<file path="src/three_band_fir_equalizer_core_defines.svh">
// Assertion helpers shared by the equalizer RTL.
// Each macro expects clk and rst_n in scope of the module that uses it.
`ifndef THREE_BAND_FIR_EQUALIZER_CORE_DEFINES_SVH
`define THREE_BAND_FIR_EQUALIZER_CORE_DEFINES_SVH

// same-cycle implication, disabled while in reset
`define TBEQ_ASSERT_IMP(lbl, ante, cons) \
  lbl: assert property (@(posedge clk) disable iff (!rst_n) (ante) |-> (cons)) \
    else $error("tbeq: same-cycle check failed");

// next-cycle implication, disabled while in reset
`define TBEQ_ASSERT_NXT(lbl, ante, cons) \
  lbl: assert property (@(posedge clk) disable iff (!rst_n) (ante) |=> (cons)) \
    else $error("tbeq: next-cycle check failed");

`endif

</file>
<file path="src/tbeq_ram.sv">
module tbeq_ram #(
  parameter int DEPTH = 160,
  parameter int WIDTH = 16,
  parameter int AW    = (DEPTH > 1) ? $clog2(DEPTH) : 1
) (
  input  logic             clk,
  input  logic             we,
  input  logic [AW-1:0]    waddr,
  input  logic [WIDTH-1:0] wdata,
  input  logic [AW-1:0]    raddr,
  output logic [WIDTH-1:0] rdata
);

  logic [WIDTH-1:0] mem [DEPTH];

  // one write port, one registered read port
  always_ff @(posedge clk) begin
    if (we) begin
      mem[waddr] <= wdata;
    end
    rdata <= mem[raddr];
  end

endmodule

</file>
<file path="config.mk">
export PLATFORM = sky130hd
export DESIGN_NAME = tbeq_ram
export DESIGN_NICKNAME = d
export VERILOG_FILES = /design/src/three_band_fir_equalizer_core_defines.svh /design/src/tbeq_ram.sv
export SDC_FILE = /design/constraint.sdc
export NUM_CORES = 2
export LEC_CHECK = 0
export BUFFER_PORTS_ARGS = -buffer_cell sky130_fd_sc_hd__buf_2
export CAP_MARGIN = 20
export CORE_AREA = 4 4 475 477
export CTS_BUF_LIST = sky130_fd_sc_hd__clkbuf_4 sky130_fd_sc_hd__clkbuf_8 sky130_fd_sc_hd__clkbuf_16
export DETAILED_ROUTE_END_ITERATION = 10
export DIE_AREA = 0 0 479 481
export PLACE_DENSITY = 0.62
export SKIP_CTS_REPAIR_TIMING = 1
export SLEW_MARGIN = 20
export SYNTH_ARGS = -nofsm -noshare
export SYNTH_HDL_FRONTEND = slang
export SYNTH_SLANG_ARGS = --single-unit
</file>
<file path="constraint.sdc">
create_clock -name clk -period 4.9 [get_ports clk]
set_input_delay 0.49 -clock clk [delete_from_list [all_inputs] [get_ports clk]]
set_output_delay 0.49 -clock clk [all_outputs]
set_load 0.02 [all_outputs]
</file>
---- After elaboration in Yosys (flattened, before gate mapping) ----
Memory sizes are Yosys's and may differ from the RTL's. A register that Yosys moved wholly into a read port is not among the register bits.
Cells that the tools add are included.
storage, ports and cells
  register bits after elaboration ......... 0
  memories kept ........................... 1
  bits of input ports ..................... 34
  output and inout bits ................... 16
  bits in writable memories ............... 2,560
  word-level logic and storage cells ...... 3
operators by class
  multiplexer cells ....................... 2
memory list
  name  depth  bits a word  read ports  clocked after memory_dff  write ports  RTL line        text
  mem   160    16           1           1                         1            tbeq_ram.sv:14  logic [WIDTH-1:0] mem [DEPTH];
operators by type and width
  operator          count
  2-to-1 mux 1 bit  2

---- Logic depth before layout (Yosys ltp) ----
  depth after elaboration ................. 2
  depth in mapped cells ................... 12
  mapped depth without buffers ............ 6

---- Worst setup path after synthesis ----
Ideal clock, no wire load.
  path kind ............................... input -> register
  start point ............................. in waddr[0]
  end point ............................... mem mem[125][0] (enable)
  setup slack ............................. 2.372 ns
  library setup time ...................... 0.388 ns
  cell stages on the path ................. 5
  data arrival time ....................... 2.139 ns
  path through ............................ clkbuf_1 > nor2b_1 > clkbuf_1 > nand4_1 > nor2_1
RTL lines
  what             RTL line        text
  start, declared  tbeq_ram.sv:8   input logic [AW-1:0] waddr,
  end, declared    tbeq_ram.sv:14
No word-level cell before the write port.

==> flow_summary_export.csv <==
group,metric,value,unit
setup_path,cp_max_fo,30,
final_layout,finalNonFillerCells,8006,
setup_path,required,5.74,ns
sta,relSlewSlack,0.174,
cts,cts_tree,"done",
setup_path,end_kind,"flop",
outcome,status,"complete, no violations",
setup_path,cpPeakStageDelay,0.87,ns
yosys,synth_edf_count,2560,
power,powerDensity,413,nW/µm²
final_layout,syn_to_final_growth,14.4,%
yosys,synth_seq_cells,2576,
grt,grt_pass1_wl,386000,µm
setup_path,regToRegEndpoint,"rdata[6]",
yosys,synthCells,4422,
sta,min_period,3.37,ns
placement,place_inst,7510,
cts,clockBufferDepth,4,
yosys,syn-cell-area,99000,µm²
yosys,synth_flop_cell,"edfxtp_1",
die,die_w,479,µm
hold_path,hold_path_depth,1,
cts,clk_latency,0.90,ns
grt,antenna_found_initial,21,
yosys,synth_cell_types,59,
cts,h-tree-depth,5,
setup_path,arrival,4.21,ns
sta,fmax,297,MHz
detailed_routing,viasPerCell,6.15,
cts,cts.sinks,2576,
placement,port_buffers,49,
detailed_routing,drt-total-wl,273000,µm
run,cap_viol_max_count,0,
setup_path,crit_start,"raddr[4]",
setup_path,path_cells,"buf_4, nand2b_1, nor3_1, buf_4, a32oi_1, nand4_1, nor2_1, or3_1",
detailed_routing,drt_iter0_markers,6700,
die,chipHeight,481,µm
placement,place_congestion,0.916,
sta,slew_violations,0,
grt,grt_max_degree,106,
sta,tns,0,ns
die,ios,50,
detailed_routing,vias,49300,
detailed_routing,drc,0,
detailed_routing,wl_per_cell,34.1,µm
sta,rsz0062_at_grt,"false",
yosys,seq_area_frac_synth,0.780,
sta,worst-slew-pin-transition,1.24,ns
cts,cts_buffers,282,
power,irDropWorstVdd,0.402,mV
setup_path,r2r_slack,2.05,ns
die,rows,173,
grt,grt_usage,0.237,
die,dieArea,230000,µm²
detailed_routing,dr.pass1.iters,6,
setup_path,rr_worst_depth,7,
setup_path,path_class,"in -> reg",
sta,clock_skew,0.0585,ns
grt,overflow,0,
placement,hpwlAfterDp,169000,µm
grt,grt_pass1_vias,48600,
yosys,syn_nets,4456,
sta,hold_viol_final,0,
yosys,async_flop_share,0,
power,total_leakage_power,0.0357,µW
cts,clk_pin_slew,0.06,ns
setup_path,crit_path_top_delay_cell,"nand2b_1",
final_layout,num-nets-final,4854,
setup_path,endpoint,"rdata[6]",
hold_path,worstHoldStart,"wdata[11]",
hold_path,hold_path_class,"in -> reg",
final_layout,drive_above_1_share,0.306,
setup_path,regToRegStartpoint,"mem[74][6]",
yosys,yosysWarnings,0,
setup_path,startpoint_type,"input port",
cts,cts-root-buf,"clkbuf_16",
sta,finalSetupViolCount,0,
die,core_area,221000,µm²
sta,post-route-period-util,0.688,
yosys,syn_area_per_cell,22.4,µm²
setup_path,critPathMostFrequentCell,"buf_4",
die,initial_utilization,0.447,
detailed_routing,ant_nets,0,
==> layer usage <==
metal  part of all wire  GRT usage
met2               0.46      0.358
met3              0.094     0.0498
met4              0.049      0.106
met1               0.39      0.336
met5            0.00015          0
==> critical path: cells and delay by family <==
kind                   cells  cell delay, ns
AO/OA/AOI/OAI              1            0.63
AND/OR/NAND/NOR            5            2.21
buffers and inverters      2            0.78
==> cells in the final DEF, fill, tap and decap left out, types with 14 or more instances in the layout <==
master | synthesis | final
clkbuf_4 | 0 | 80
mux4_2 | 638 | 638
o22ai_1 | 49 | 49
clkinv_1 | 0 | 43
a21oi_1 | 34 | 34
edfxtp_1 | 2560 | 2560
buf_2 | 67 | 28
buf_6 | 21 | 14
nand4_1 | 22 | 22
nor2_1 | 195 | 122
nor2_2 | 0 | 67
a22oi_1 | 48 | 48
clkinv_2 | 0 | 38
nand2b_1 | 19 | 19
mux2_2 | 17 | 17
o21ai_0 | 19 | 19
a32oi_1 | 16 | 16
o221ai_1 | 14 | 14
nor3_1 | 19 | 17
a211oi_1 | 27 | 27
clkbuf_16 | 0 | 285
mux2i_1 | 167 | 167
diode_2 | 0 | 19
nand2_1 | 135 | 135
dfxtp_1 | 16 | 16
buf_12 | 0 | 23
nor2b_1 | 27 | 26
buf_4 | 56 | 292
nand3_1 | 43 | 43
a31oi_1 | 17 | 17
==> registers in the layout, summed over array words and instances, names as in the netlist <==
signal,flops
rdata,16
mem,2560
==> Yosys cell counts (all sizes together) (19+ instances only) <==
library cell,n,share of area
a211oi,27,0.0020
a21oi,34,0.0017
a22oi,48,0.0036
buf,167,0.011
clkbuf,79,0.0030
edfxtp,2560,0.78
mux2i,167,0.017
mux4,638,0.15
nand2,135,0.0051
nand2b,19,0.0012
nand3,43,0.0022
nand4,22,0.0014
nor2,195,0.0074
nor2b,27,0.0017
nor3,19,0.00096
o21ai,19,0.00096
o22ai,49,0.0031
==> layout make-up <==
type	count	area [µm²]
well taps	2975	3720
clock inverters	106	837
inverters	3	18.8
flip-flops and latches	2576	77200
clock buffers	370	7800
fillers	17300	108000
repair buffers	360	3000
multi-input cells	1597	20600
diodes	19	47.5
==> through the flow <==
step           hold WS (ns)  total power (µW)  worst slack, ns  cell area [µm²]   util
3_5_place_dp          0.989             27200            0.747           105000  0.472
5_1_grt              0.0661             48100             1.52           113000  0.511
4_1_cts              0.0495             47000             1.72           113000  0.511
3_3_place_gp          0.995             27200            0.728           105000  0.472
2_1_floorplan         0.589             26000             2.37            99000      -
6_report             0.0859             46700             1.53           113000  0.511
==> how the worst min path moves through the flow <==
stage                             end  slack [ns]
after detailed placement    rdata[14]        0.99
final                      mem[6][11]        0.09
after CTS                 mem[71][10]        0.05
after floorplan             mem[0][0]        0.59
after global placement     mem[17][2]         1.0
after global routing      mem[71][10]        0.07
==> cell families after synthesis <==
| family | after synthesis | share of synthesized area |
|---|---|---|
| AOI/OAI and AO/OA | 276 | 0.0197 |
| buffers and inverters | 249 | 0.0141 |
| DFF | 2576 | 0.780 |
| muxes | 822 | 0.164 |
| and+or+nand+nor | 499 | 0.0225 |
==> report_power, final <==
group	total, µW	internal [µW]	leakage (µW)	switching, µW
clock	20000	11800	0.00435	8240
combinational	2350	784	0.00820	1570
sequential	24400	24300	0.0231	70.9
total	46700	36800	0.0357	9880
No activity file was read; power rests on OpenSTA's default activity.
