<file path="src/three_band_fir_equalizer_core_defines.svh">
// Assertion helpers shared by the equalizer RTL.
// Each macro expects clk and rst_n in scope of the module that uses it.
`ifndef THREE_BAND_FIR_EQUALIZER_CORE_DEFINES_SVH
`define THREE_BAND_FIR_EQUALIZER_CORE_DEFINES_SVH

// same-cycle implication, disabled while in reset
`define TBEQ_ASSERT_IMP(lbl, ante, cons) \
  lbl: assert property (@(posedge clk) disable iff (!rst_n) (ante) |-> (cons)) \
    else $error("tbeq: same-cycle check failed");

// next-cycle implication, disabled while in reset
`define TBEQ_ASSERT_NXT(lbl, ante, cons) \
  lbl: assert property (@(posedge clk) disable iff (!rst_n) (ante) |=> (cons)) \
    else $error("tbeq: next-cycle check failed");

`endif

</file>
<file path="src/tbeq_pkg.sv">
package tbeq_pkg;

  // filter geometry
  localparam int TAPS       = 160;
  localparam int COEF_WIDTH = 16;
  localparam int TAP_AW     = (TAPS > 1) ? $clog2(TAPS) : 1;
  localparam int CF_BITS    = (COEF_WIDTH < 16) ? COEF_WIDTH : 16;

  // datapath widths
  localparam int SAMP_W = 16;
  localparam int GAIN_W = 15;
  localparam int PROD_W = SAMP_W + COEF_WIDTH;
  localparam int ACC_W  = PROD_W + TAP_AW;
  localparam int LO_W   = ACC_W / 2;
  localparam int HI_W   = ACC_W - LO_W;
  localparam int TOT_W  = ACC_W + GAIN_W + 2;
  localparam int SHIFT  = GAIN_W + COEF_WIDTH - 1;

  // band codes
  localparam logic [1:0] BAND_LOW  = 2'd0;
  localparam logic [1:0] BAND_MID  = 2'd1;
  localparam logic [1:0] BAND_HIGH = 2'd2;

  // register indexes
  localparam logic [1:0] REG_LOW_GAIN  = 2'd0;
  localparam logic [1:0] REG_MID_GAIN  = 2'd1;
  localparam logic [1:0] REG_HIGH_GAIN = 2'd2;

  typedef logic signed [SAMP_W-1:0]     sample_t;
  typedef logic signed [COEF_WIDTH-1:0] coef_t;
  typedef logic signed [PROD_W-1:0]     prod_t;
  typedef logic signed [ACC_W-1:0]      acc_t;
  typedef logic [GAIN_W-1:0]            gain_t;

  // MAC lane control
  typedef struct packed {
    logic clr;  // clear accumulators for a new item
    logic vld;  // read data from the stores is valid this cycle
  } mac_ctl_t;

  // take the low CF_BITS of the coefficient field, sign-extend to the store width
  function automatic coef_t coef_ext(logic [15:0] v);
    logic signed [CF_BITS-1:0] t;
    t = v[CF_BITS-1:0];
    return COEF_WIDTH'(t);
  endfunction

endpackage

</file>
<file path="src/tbeq_mac.sv">
module tbeq_mac import tbeq_pkg::*; (
  input  logic     clk,
  input  logic     rst_n,
  input  mac_ctl_t ctl,
  input  sample_t  samp,
  input  coef_t    coef [3],
  output acc_t     acc  [3]
);

  prod_t prod_r [3];
  acc_t  acc_r  [3];
  logic  pv_r;

  // product valid follows read valid in the next cycle
  always_ff @(posedge clk) begin
    if (!rst_n) begin
      pv_r <= 1'b0;
    end else begin
      pv_r <= ctl.vld;
    end
  end

  // three lanes: registered multiply, then accumulate
  always_ff @(posedge clk) begin
    for (int i = 0; i < 3; i++) begin
      if (ctl.vld) begin
        prod_r[i] <= coef[i] * samp;
      end
      if (ctl.clr) begin
        acc_r[i] <= '0;
      end else if (pv_r) begin
        acc_r[i] <= acc_r[i] + ACC_W'(prod_r[i]);
      end
    end
  end

  assign acc = acc_r;

endmodule

</file>
<file path="config.mk">
export PLATFORM = sky130hd
export DESIGN_NAME = tbeq_mac
export DESIGN_NICKNAME = d
export VERILOG_FILES = /design/src/three_band_fir_equalizer_core_defines.svh /design/src/tbeq_pkg.sv /design/src/tbeq_mac.sv
export SDC_FILE = /design/constraint.sdc
export NUM_CORES = 2
export LEC_CHECK = 0
export ABC_AREA = 1
export BUFFER_PORTS_ARGS = -buffer_cell sky130_fd_sc_hd__clkbuf_2
export CAP_MARGIN = 20
export CORE_MARGIN = 5
export CORE_UTILIZATION = 55
export CTS_CLUSTER_SIZE = 12
export DETAILED_ROUTE_END_ITERATION = 7
export GPL_ROUTABILITY_DRIVEN = 1
export HOLD_SLACK_MARGIN = 0.08
export PLACE_DENSITY = 0.72
export SYNTH_ARGS = -nofsm -noshare
export SYNTH_HDL_FRONTEND = slang
export SYNTH_SLANG_ARGS = --single-unit
</file>
<file path="constraint.sdc">
create_clock -name clk -period 6.5 [get_ports clk]
set_input_delay 0.325 -clock clk [delete_from_list [all_inputs] [get_ports clk]]
set_output_delay 0.325 -clock clk [all_outputs]
set_load 0.005 [all_outputs]
</file>
Word-level counts from Yosys, hierarchy flattened
Memories as Yosys holds them, arrays and structs flattened.
Cells that the tools add are included.
- flip-flop bits (word level): 121
- memories: 1
- RAM bits: 96
- bits in latches: 0
- output and inout bits: 120
- bits in read-only memories: 0
- word-level logic and storage cells: 13
- input bits: 68
- memory list (name ; depth ; bits a word ; read ports ; clocked after memory_dff ; write ports ; RTL line ; source):
    prod_r ; 3 ; 32 ; 3 ; 0 ; 3 ; tbeq_mac.sv:10 ; prod_t prod_r [3];
- equal/unequal tests: 0
- multiplexer cells: 2
- bitwise operators: 0
- $add $sub $neg: 3
- multipliers: 3
- shifts and indexed selects: 0
- magnitude comparators: 0
- reduce and logical (&&, ||, !) cells: 0
- div/mod/pow operators: 0
- operators by type and width (operator ; number):
    40-bit by 32-bit adder with 40-bit output ; 3
    16-bit by 16-bit multiplier with 32-bit output ; 3
    1-bit 2-to-1 mux ; 2

Longest topological paths before layout
- word-level depth: 2
- mapped depth: 26
- depth with buffers taken out: 24

Least setup slack after synthesis
No wires, ideal clock.
- path type: input-to-reg
- start point: in samp[6]
- end point: mem prod_r[0][63] (netlist name) (data pin)
- path buffers: 2
- required time: 6.247 ns
- setup slack: 0.848 ns
- data arrival time: 5.399 ns
- stages on the path: 21
- setup time: 0.253 ns
- cells stage by stage: clkbuf_1 -> buf_1 -> nand2_1 -> fa_1 -> inv_1 -> fa_1 -> fa_1 -> fa_1 -> fa_1 -> inv_1 -> fa_1 -> inv_1 -> ha_1 -> nand2_1 -> o21ai_0 -> a21oi_1 -> or2_2 -> nand3_1 -> nand2_1 -> inv_1 -> nor2_1
- RTL lines (element ; RTL line ; source):
    start, declared ; tbeq_mac.sv:5 ; input sample_t samp,
    end, declared ; tbeq_mac.sv:10 ;

==> run summary <==
Nature of the critical path endpoint = flip-flop
Maximum clock rate = 161.7 MHz
Area growth, synth to finish = 6.485%
Clk Tree Root Cell = clkbuf_16
Routed Antenna Nets = 0
TritonCTS clock tree = yes
Post-route worst hold slack = 0.1974 ns
Number of DRC markers in iteration 0 = 3230
Worst Setup Start Kind = primary input
Crit path arrival time = 6.53 ns
Total of flip-flops plus latches after synthesis = 217
Pin count of the biggest net entering global routing = 75
Placed inst area = 49300 um2
EDFF count, synth = 96
Setup repair after global routing missed its margin = no
Clock-pin slew of the registers on the worst-case setup and hold paths = 0.06 ns
Yosys Warn Count = 0
Overall die width = 302.9 um
Post-detailed-placement half-perimeter wirelength = 108.5 mm
Tightest slew margin relative to the limit = 38.52%
Post-Syn Area = 47190 um2
Worst Skew = 0.02132 ns
Hold bufs inserted after CTS = 1
Count of buffers from port buffering = 187
Routability congestion estimate from global placement = 1.002
Final wirelength = 130.0 mm
Logic depth of the worst register-to-register path = 15
Count of mapped cells out of synthesis = 6470
CTS buffer count = 27
Final number of setup-violating endpoints = 0
Hold Path Cell Cnt = 2
Global-route wire length before repair = 214.5 mm
Syn_area_per_cell = 7.294 um2
Number of optimization iterations in the first detailed-route pass = 8
Synthesized netlist net count = 7690
Number of max-cap violations = 0
Number of buffers on the longest clock path = 3
Leading cell types by total area after synthesis = fa_1 33%, inv_1 14%, nand2_1 13%
Clock sink count = 217
Initial standard-cell utilization of the core = 55.43%
Distinct cell type count after synthesis = 52
All-layer global routing usage = 29.06%
Top-level port count = 188
Actual transition at the worst max-transition pin = 0.9222 ns
Proportion of layout cells with a drive suffix above 1 = 5.864%
Number of placement rows = 107
Seq/Total Area, Yosys = 11.24%
Share of the synthesized area in the top cell type = 33.47%
Library cell with the largest summed area after synthesis = fa_1
Global route overflow = 0
Max-slew violation count = 0
Finished Cell Area = 50250 um2
Number of cells after detailed placement = 7658
Number of non-filler instances in the completed layout = 7714
Final routed DRC violation total = 0
Ratio of routed vias to standard cells = 5.191
Setup total negative slack = 0 ns
Die Ht = 302.9 um
Min Clock Period, post-route = 6.183 ns
Crit Path Class = in -> reg
Clk_lat worst skew = 0.58 ns
Net count of the finished layout = 7764
Number of buffers inserted to repair setup after CTS = 0
Most used DFF post-synth = dfxtp_1
Largest driver fanout on the critical path = 22
Resized Gates After CTS = 0
Result of the run = complete, no violations
Number of fillers in the final layout = 8114
H-tree depth = 1
Number of antenna violations at the first check in global routing = 5
Proportion of synthesized flip-flops having asynchronous set or reset = 0%
Overall die area = 91760 um2
Final routed wire length divided by cell count = 16.86 um
Floorplan core area = 85150 um2
Final Hold Fails = 0
HP Class = in -> reg
Via total after detailed routing = 40.04k
Required time at the endpoint of the critical path = 6.85 ns
Crit share post-route = 95.12%
Number of global-route vias before repair = 40.93k
-- sequential cells by signal (all words and copies together), names as in the netlist --
name	cells
pv_r	1
prod_r	96
acc	120
-- metal layers --
layer	track usage (%)	part of all wire [%]	up-vias
met2	45.85	45	1435
met1	42.32	44	19320
met5	0	0	-
met4	7.058	2.4	0
li1	-	-	19090
met3	4.751	8.7	198
-- cells in the mapped netlist (10+ instances only) --
cell and count:
edfxtp_1 96, dfxtp_1 121, xor2_1 92, o221ai_1 10, or2_2 14, nor2_1 544
o21ai_0 163, nand4_1 49, fa_1 789, clkbuf_1 166, nor3_1 22, nand3_1 163
a21o_1 14, a21oi_1 231, buf_1 24, o21ai_1 20, a21oi_2 13, ha_1 363
inv_1 1744, o21bai_1 34, nand2_2 33, nand2_1 1623, xnor2_1 55
-- critical path: stages --
cell	delay, ns
clkbuf_2	0.56
buf_4	0.28
nand2_1	0.09
fa_1	0.52
inv_1	0.06
fa_1	0.49
fa_1	0.56
fa_1	0.45
fa_1	0.50
inv_1	0.05
fa_1	0.47
inv_1	0.04
ha_1	0.33
a21oi_1	0.29
o21ai_0	0.26
a21oi_1	0.46
nand3_1	0.32
a21oi_1	0.23
xnor2_1	0.22
-- metrics by stage --
stage               setup WS, ns  util [%]
global route              0.2202     59.02
detailed placement      -0.01674     57.90
global placement         0.01095     57.90
finish                    0.3174     59.02
CTS                       0.5911     59.00
floorplan                 0.8481         -
-- cells by family after synthesis --
logic type               after synthesis  synth area share [%]
buffers and inverters               1944                 15.52
AO/OA/AOI/OAI                        525                 6.331
flip-flops                           217                 11.24
adder cells (fa/ha/maj)             1152                 43.09
AND/OR/NAND/NOR                     2485                 21.09
XOR/XNOR                             147                 2.728
-- path summary, 6_finish.rpt --
kind / start / endpoint / slack [ns]
worst min-delay path: ctl[1] / acc[79] / 0.20
worst max-delay path: samp[8] / prod_r[0][26] / 0.32
worst min register to register: acc[39] / acc[39] / 0.51
worst max register to register: acc[0] / acc[32] / 3.85
-- layout by cell type, fill, tap and decap left out, types with 13 or more instances in the layout --
| cell type | Yosys | final |
|---|---|---|
| clkbuf_16 | 0 | 28 |
| edfxtp_1 | 96 | 96 |
| buf_4 | 1 | 53 |
| dfxtp_1 | 121 | 120 |
| or2_2 | 14 | 14 |
| inv_1 | 1744 | 1743 |
| xnor2_1 | 55 | 55 |
| fa_1 | 789 | 789 |
| o21bai_1 | 34 | 34 |
| nand3_1 | 163 | 163 |
| a21o_1 | 14 | 14 |
| nor3_1 | 22 | 22 |
| o21ai_1 | 20 | 20 |
| o21ai_0 | 163 | 163 |
| a21oi_1 | 231 | 231 |
| ha_1 | 363 | 363 |
| nand2_1 | 1623 | 1623 |
| nand4_1 | 49 | 49 |
| nor2_1 | 544 | 544 |
| clkbuf_2 | 0 | 185 |
| xor2_1 | 92 | 92 |
| a21oi_2 | 13 | 13 |
| nand2_2 | 33 | 33 |
-- layout make-up --
type | instances | area, um2 | area share [%]
multi-input cells | 4309 | 34570 | 68.78
clock buffers | 32 | 735.7 | 1.464
well taps | 1144 | 1431 | 2.848
inverters | 1744 | 6546 | 13.03
flip-flops and latches | 217 | 5309 | 10.56
diodes | 5 | 12.51 | 0.02490
repair buffers | 245 | 1454 | 2.893
clock inverters | 18 | 198.9 | 0.3959
Power is left out: the tool's default activity adds up to more than one toggle a clock period on the data nets, which glitch-free logic cannot reach.
