### src/three_band_fir_equalizer_core_defines.svh
// Assertion helpers shared by the equalizer RTL.
// Each macro expects clk and rst_n in scope of the module that uses it.
`ifndef THREE_BAND_FIR_EQUALIZER_CORE_DEFINES_SVH
`define THREE_BAND_FIR_EQUALIZER_CORE_DEFINES_SVH

// same-cycle implication, disabled while in reset
`define TBEQ_ASSERT_IMP(lbl, ante, cons) \
  lbl: assert property (@(posedge clk) disable iff (!rst_n) (ante) |-> (cons)) \
    else $error("tbeq: same-cycle check failed");

// next-cycle implication, disabled while in reset
`define TBEQ_ASSERT_NXT(lbl, ante, cons) \
  lbl: assert property (@(posedge clk) disable iff (!rst_n) (ante) |=> (cons)) \
    else $error("tbeq: next-cycle check failed");

`endif

### src/tbeq_pkg.sv
package tbeq_pkg;

  // filter geometry
  localparam int TAPS       = 160;
  localparam int COEF_WIDTH = 16;
  localparam int TAP_AW     = (TAPS > 1) ? $clog2(TAPS) : 1;
  localparam int CF_BITS    = (COEF_WIDTH < 16) ? COEF_WIDTH : 16;

  // datapath widths
  localparam int SAMP_W = 16;
  localparam int GAIN_W = 15;
  localparam int PROD_W = SAMP_W + COEF_WIDTH;
  localparam int ACC_W  = PROD_W + TAP_AW;
  localparam int LO_W   = ACC_W / 2;
  localparam int HI_W   = ACC_W - LO_W;
  localparam int TOT_W  = ACC_W + GAIN_W + 2;
  localparam int SHIFT  = GAIN_W + COEF_WIDTH - 1;

  // band codes
  localparam logic [1:0] BAND_LOW  = 2'd0;
  localparam logic [1:0] BAND_MID  = 2'd1;
  localparam logic [1:0] BAND_HIGH = 2'd2;

  // register indexes
  localparam logic [1:0] REG_LOW_GAIN  = 2'd0;
  localparam logic [1:0] REG_MID_GAIN  = 2'd1;
  localparam logic [1:0] REG_HIGH_GAIN = 2'd2;

  typedef logic signed [SAMP_W-1:0]     sample_t;
  typedef logic signed [COEF_WIDTH-1:0] coef_t;
  typedef logic signed [PROD_W-1:0]     prod_t;
  typedef logic signed [ACC_W-1:0]      acc_t;
  typedef logic [GAIN_W-1:0]            gain_t;

  // MAC lane control
  typedef struct packed {
    logic clr;  // clear accumulators for a new item
    logic vld;  // read data from the stores is valid this cycle
  } mac_ctl_t;

  // take the low CF_BITS of the coefficient field, sign-extend to the store width
  function automatic coef_t coef_ext(logic [15:0] v);
    logic signed [CF_BITS-1:0] t;
    t = v[CF_BITS-1:0];
    return COEF_WIDTH'(t);
  endfunction

endpackage

### src/tbeq_scale.sv
module tbeq_scale import tbeq_pkg::*; (
  input  logic              clk,
  input  logic              rst_n,
  input  logic              start,
  input  acc_t              acc  [3],
  input  gain_t             gain [3],
  output logic              done,
  output logic [SAMP_W-1:0] res,
  output logic              clip
);

  localparam logic signed [TOT_W-1:0] RND  = {{(TOT_W-SHIFT){1'b0}}, {SHIFT{1'b1}}};
  localparam logic signed [TOT_W-1:0] MAXV = TOT_W'(32767);
  localparam logic signed [TOT_W-1:0] MINV = -TOT_W'(32768);

  logic [1:0]               b_r;
  logic                     mul_on_r, pv_r, fin_r, done_r;
  logic [LO_W+GAIN_W-1:0]   pp_lo_r;
  logic signed [HI_W+15:0]  pp_hi_r;
  logic signed [TOT_W-1:0]  tot_r;
  logic [SAMP_W-1:0]        res_r;
  logic                     clip_r;

  acc_t                     acc_sel;
  gain_t                    gain_sel;
  logic signed [TOT_W-1:0]  rnd_add, biased, quo;
  logic [SAMP_W-1:0]        res_nxt;
  logic                     clip_nxt;

  // band select for the shared weighting multipliers
  always_comb begin
    case (b_r)
      BAND_LOW: begin
        acc_sel  = acc[0];
        gain_sel = gain[0];
      end
      BAND_MID: begin
        acc_sel  = acc[1];
        gain_sel = gain[1];
      end
      default: begin
        acc_sel  = acc[2];
        gain_sel = gain[2];
      end
    endcase
  end

  // sequencing: three band products, then accumulate tail, then result
  always_ff @(posedge clk) begin
    if (!rst_n) begin
      mul_on_r <= 1'b0;
      pv_r     <= 1'b0;
      fin_r    <= 1'b0;
      done_r   <= 1'b0;
      b_r      <= BAND_LOW;
    end else begin
      pv_r   <= mul_on_r;
      fin_r  <= pv_r && !mul_on_r;
      done_r <= fin_r;
      if (start) begin
        mul_on_r <= 1'b1;
        b_r      <= BAND_LOW;
      end else if (mul_on_r) begin
        if (b_r == BAND_HIGH) begin
          mul_on_r <= 1'b0;
        end else begin
          b_r <= b_r + 2'd1;
        end
      end
    end
  end

  // split multiply: low half unsigned, high half signed
  always_ff @(posedge clk) begin
    if (mul_on_r) begin
      pp_lo_r <= acc_sel[LO_W-1:0] * gain_sel;
      pp_hi_r <= $signed(acc_sel[ACC_W-1:LO_W]) * $signed({1'b0, gain_sel});
    end
    if (start) begin
      tot_r <= '0;
    end else if (pv_r) begin
      tot_r <= tot_r + (TOT_W'(pp_hi_r) <<< LO_W) + TOT_W'($signed({1'b0, pp_lo_r}));
    end
    if (fin_r) begin
      res_r  <= res_nxt;
      clip_r <= clip_nxt;
    end
  end

  // rescale toward zero, then saturate
  always_comb begin
    rnd_add = tot_r[TOT_W-1] ? RND : '0;
    biased  = tot_r + rnd_add;
    quo     = biased >>> SHIFT;
    if (quo > MAXV) begin
      res_nxt  = 16'h7FFF;
      clip_nxt = 1'b1;
    end else if (quo < MINV) begin
      res_nxt  = 16'h8000;
      clip_nxt = 1'b1;
    end else begin
      res_nxt  = quo[SAMP_W-1:0];
      clip_nxt = 1'b0;
    end
  end

  assign done = done_r;
  assign res  = res_r;
  assign clip = clip_r;

endmodule
### config.mk
export PLATFORM = sky130hd
export DESIGN_NAME = tbeq_scale
export DESIGN_NICKNAME = d
export VERILOG_FILES = /design/src/three_band_fir_equalizer_core_defines.svh /design/src/tbeq_pkg.sv /design/src/tbeq_scale.sv
export SDC_FILE = /design/constraint.sdc
export NUM_CORES = 2
export LEC_CHECK = 0
export BUFFER_PORTS_ARGS = -buffer_cell sky130_fd_sc_hd__buf_2
export CAP_MARGIN = 25
export CORE_MARGIN = 4
export CORE_UTILIZATION = 60
export DETAILED_ROUTE_END_ITERATION = 10
export PLACE_DENSITY = 0.79
export SLEW_MARGIN = 5
export SYNTH_ARGS = -nofsm -noshare
export SYNTH_HDL_FRONTEND = slang
export SYNTH_SLANG_ARGS = --single-unit
### constraint.sdc
create_clock -name clk -period 11.2 [get_ports clk]
set_clock_uncertainty 0.2 [all_clocks]
set_input_delay 1.12 -clock clk [delete_from_list [all_inputs] [get_ports clk]]
set_output_delay 1.12 -clock clk [all_outputs]
set_load 0.03 [all_outputs]
## After elaboration in Yosys (flattened, before gate mapping)

Index checks and enable logic that the tools add are counted.

- Reduce and logical (&&, ||, !) cells: 5
- Multipliers: 2
- Eq/ne operators: 2
- Bitwise logic cells: 2
- Mux-type cells: 8
- Add/sub/neg operators: 4
- Order comparisons: 2

Operator list:

| kind | number |
|---|---|
| $pmux 40 s2 | 1 |
| $add 57x31->57 | 1 |
| $add 57x36->57 | 1 |
| $add 57x56->57 | 1 |
| $mul 20x16->36 | 1 |
| $mul 20x15->35 | 1 |
| $mux 30 | 1 |
| $pmux 15 s2 | 1 |
| $gt 27x16->1 const B | 1 |
| $lt 27x16->1 const B | 1 |
| $mux 16 | 1 |
| $mux 1 | 4 |
| $add 2x1->2 const B | 1 |
| $eq 2x1->1 const B | 1 |
| $eq 2x2->1 const B | 1 |
| $logic_not 2->1 | 1 |
| $not 1->1 | 2 |
| $reduce_and 2->1 | 1 |
| $reduce_or 2->1 | 1 |
| $logic_and 1x1->1 | 1 |
| $logic_not 1->1 | 1 |

- Bits of input ports: 168
- Flip-flop bits (word level): 151
- Logic and storage cells: 35
- Output and inout bits: 18

## Logic depth before layout (Yosys ltp)

- Depth after elaboration: 4
- Depth in mapped cells: 32
- Gate-level depth less buffers: 30

## Worst setup path after synthesis

Ideal clock, no wire load.

- Path kind: register -> register
- Start point: reg b_r[1]
- End point: reg pp_hi_r[35] (data pin)
- Cell stages (with the launch flop): 31
- Setup time: 0.260 ns
- Slack: 3.045 ns
- Arrival: 7.695 ns
- Path buffers: 4
- Cells stage by stage: dfxtp_1 -> inv_1 -> ha_1 -> clkbuf_1 -> clkbuf_1 -> buf_1 -> a22oi_1 -> nand2_1 -> clkbuf_1 -> nand2_1 -> fa_1 -> inv_1 -> fa_1 -> fa_1 -> fa_1 -> fa_1 -> inv_1 -> fa_1 -> inv_1 -> ha_1 -> a21o_1 -> a21o_1 -> a2111oi_0 -> o21ai_0 -> o41ai_2 -> a31oi_1 -> a21o_1 -> a41o_1 -> a21o_1 -> a21oi_2 -> xnor2_1

- Word-level cells in the longest chain between the ends: 3

RTL lines:

| item | RTL line | source |
|---|---|---|
| start: declaration | tbeq_scale.sv:16 | `logic [1:0] b_r;` |
| start signal: assignment | tbeq_scale.sv:67 | `b_r <= b_r + 2'd1;` |
| $eq 2x1->1 / $logic_not 2->1 (equally long branches) | tbeq_scale.sv:32 | `case (b_r)` |
| $pmux 40 s2 / $pmux 15 s2 (equally long branches) | tbeq_scale.sv:32 |  |
| $mul 20x16->36 (*) | tbeq_scale.sv:77 | `pp_hi_r <= $signed(acc_sel[ACC_W-1:LO_W]) * $signed({1'b0, gain_sel});` |
| end signal: assignment | tbeq_scale.sv:77 |  |
| end: declaration | tbeq_scale.sv:19 | `logic signed [HI_W+15:0] pp_hi_r;` |

Every way passes the cells marked *; elsewhere a longest branch is shown, timed or not.
A chain may end at the register's enable or synchronous reset.

## Final worst setup path

- Start point: reg b_r[0]
- End point: reg pp_hi_r[35] (data pin)

The elaborated chain is that of the path after synthesis.

==> flow_summary.json <==
{
  "postLayoutCellArea_mm2": 0.0332,
  "die_x_um": 235,
  "nets": 4574,
  "synth_area_mm2": 0.0309,
  "grt_setup_unrepaired": "false",
  "worst_slew_pin_slew_ns": 1.08,
  "cts_setup_buffers": 0,
  "cts_resized": 0,
  "io_buffers": 185,
  "cts_buffers": 17,
  "cp-start-kind": "flip-flop",
  "grt_max_degree": 74,
  "synth_edf_count": 88,
  "synth-simple-area-share_pct": 12.7,
  "synthMuxAreaShare_pct": 1.21,
  "ys.flop_type": "edfxtp_1",
  "grt_pass1_vias": 25200,
  "ioPinCount": 186,
  "syn_avg_cell_area_um2": 9.03,
  "synthCells": 3423,
  "diodes": 0,
  "ys_seq_elements": 151,
  "cts_sinks": 151,
  "synth-compound-area-share_pct": 12.4,
  "tns_ns": 0,
  "gp_congestion": 1.03,
  "slew_viol_final": 0,
  "synthToLayoutAreaGrowth_pct": 7.27,
  "post-dp-hpwl_um": 67000,
  "drtIter0Drc": 1918,
  "cp_common_cell": "fa_1",
  "ys_seq_area_share_pct": 12.6,
  "h-tree-depth": 4,
  "insertion_delay_ns": 0.48,
  "cts_tree": "done",
  "path_delay_family": "adder cells",
  "synthAdderAreaFrac_pct": 48.2,
  "core_area_mm2": 0.0506,
  "fmax_mhz": 111,
  "status": "finished clean",
  "pre_cts_slack_ns": 2.24,
  "clockBufferDepth": 2,
  "required_ns": 11.21,
  "final.period_utilization_pct": 80.8,
  "wl_per_cell_um": 19.5,
  "grt_pass1_wl_um": 134000,
  "synth-xor-area-share_pct": 3.85,
  "antenna_found_initial": 0,
  "min_period_ns": 9.05,
  "ys_warn_count": 0,
  "dieArea_mm2": 0.0552,
  "start_util_pct": 61.1,
  "dr.pass1.iters": 7,
  "crit_path_max_incr_delay_ns": 0.91,
  "cp_slowest_cell": "a21o_1",
  "synth_cell_type_count": 82,
  "syn-num-nets": 4454,
  "hold_buffers": 0,
  "hp-class": "flip-flop to flip-flop",
  "drive_gt1_share_pct": 8.83,
  "wl_um": 82500,
  "gr-usage-all-layers_pct": 30.5,
  "arrival_ns": 9.06,
  "worst-path-max-fanout": 46,
  "drtAntennaViolNets": 0,
  "die_y_um": 235,
  "hold_viol": 0,
  "fin_ws_ns": 2.15,
  "end_kind": "flip-flop",
  "num_vias": 24500,
  "critPathKind": "flip-flop to flip-flop",
  "grt_overflow": 0,
  "async_flop_share_pct": 0,
  "num_rows": 82,
  "clk_pin_slew_worst_paths_ns": 0.09,
  "slew_headroom_pct": 28.2,
  "setup_violations": 0,
  "routed_via_density": 5.79,
  "cp_num_buf_inv": 5,
  "maxCapViolCount": 0,
  "drc": 0,
  "root_buffer": "clkbuf_16",
  "post_dp_cell_area_mm2": 0.0325,
  "synth_top_family_by_area": "adder cells"
}
[flip-flops by register name (all words and copies together) (netlist names)]
name and count:
pv_r 1, fin_r 1, pp_hi_r 36, done 1
clip 1, mul_on_r 1, b_r 2, res 16
pp_lo_r 35, tot_r 57
[worst reg2reg max path, cell delays in order, from the launching register on]
cell and delay (ns):
dfxtp_1 0.39, inv_1 0.09, ha_2 0.21, nor2_4 0.27, buf_4 0.48, a21o_1 0.92, nand2_1 0.21, fa_1 0.54
inv_1 0.06, fa_1 0.52, fa_1 0.45, fa_1 0.53, fa_1 0.55, inv_1 0.05, fa_1 0.56, inv_1 0.05
ha_1 0.34, a21o_1 0.20, a21o_1 0.20, a2111oi_0 0.38, o21ai_0 0.24, o41ai_2 0.28, a31oi_1 0.18, a21o_1 0.22
a41o_1 0.26, a21o_1 0.19, a21oi_2 0.14, xnor2_1 0.07
[cells by family after synthesis]
group / after synthesis
and+or+nand+nor: 944
adders and majority gates: 863
buffers and inverters: 738
AOI/OAI and AO/OA: 554
DFF: 151
xor gates and xnor gates: 136
muxes: 37
[per-layer routing]
metal  share of wire, %  global-route usage (%)
met4                3.9                    10.3
met1                 41                    42.3
met3                 12                    9.42
met5                  0                       0
met2                 43                    45.8
[cell usage after synthesis, drive strengths merged (7+ instances only)]
master	count	area share [%]
dfxtp	63	4.1
or2	12	0.24
nor2b	12	0.24
nand3	22	0.36
edfxtp	88	8.5
and3	17	0.34
and2	13	0.26
nand2	380	4.6
nor2	407	4.9
mux2i	36	1.2
xnor2	99	2.8
o21bai	18	0.44
a21oi	158	2.6
nand4	20	0.40
fa	546	35
xor2	37	1.0
a211oi	15	0.44
a31oi	22	0.47
o21a	19	0.46
o31ai	7	0.19
a22o	53	1.5
nor3	23	0.40
a21o	128	3.1
nand2b	12	0.25
buf	15	0.25
nor4	7	0.16
clkbuf	113	1.4
inv	610	7.4
o21ai	74	1.2
ha	317	13
[path summary, 6_finish.rpt]
kind	startpoint	to	slack (ns)	cells past startpoint
hold reg to reg	tot_r[29]	tot_r[29]	0.30	2
hold / removal	tot_r[29]	tot_r[29]	0.30	2
setup / recovery	b_r[0]	pp_hi_r[35]	2.15	27
setup reg to reg	b_r[0]	pp_hi_r[35]	2.15	27
[layout make-up]
| type | instances | area [µm²] |
|---|---|---|
| well taps | 672 | 841 |
| repair buffers | 229 | 1260 |
| inverters | 610 | 2290 |
| flip-flops and latches | 151 | 3910 |
| clock inverters | 15 | 179 |
| fillers | 4156 | 17400 |
| multi-input cells | 2534 | 24300 |
| clock buffers | 17 | 425 |
[per-stage QoR]
stage                     hold slack [ns]  std cells  utilization, %
after floorplan                     0.256       3423               -
after global placement              0.295       4192            64.3
after detailed placement            0.296       4193            64.3
after CTS                           0.305       4225            65.5
after global routing                0.327       4228            65.6
final                               0.296       4228            65.6
[cells in the final DEF (no fill, tap or decap), drive strengths merged, types with 37 or more instances in the layout]
cell | synthesis | layout
a21oi | 158 | 158
xor2 | 37 | 37
nand2 | 380 | 380
a22o | 53 | 53
nor2 | 407 | 407
xnor2 | 99 | 99
dfxtp | 63 | 63
ha | 317 | 317
buf | 15 | 229
edfxtp | 88 | 88
fa | 546 | 546
o21ai | 74 | 74
inv | 610 | 621
a21o | 128 | 128
Power is left out: the tool's default activity adds up to more than one toggle a clock period on the data nets, which glitch-free logic cannot reach.
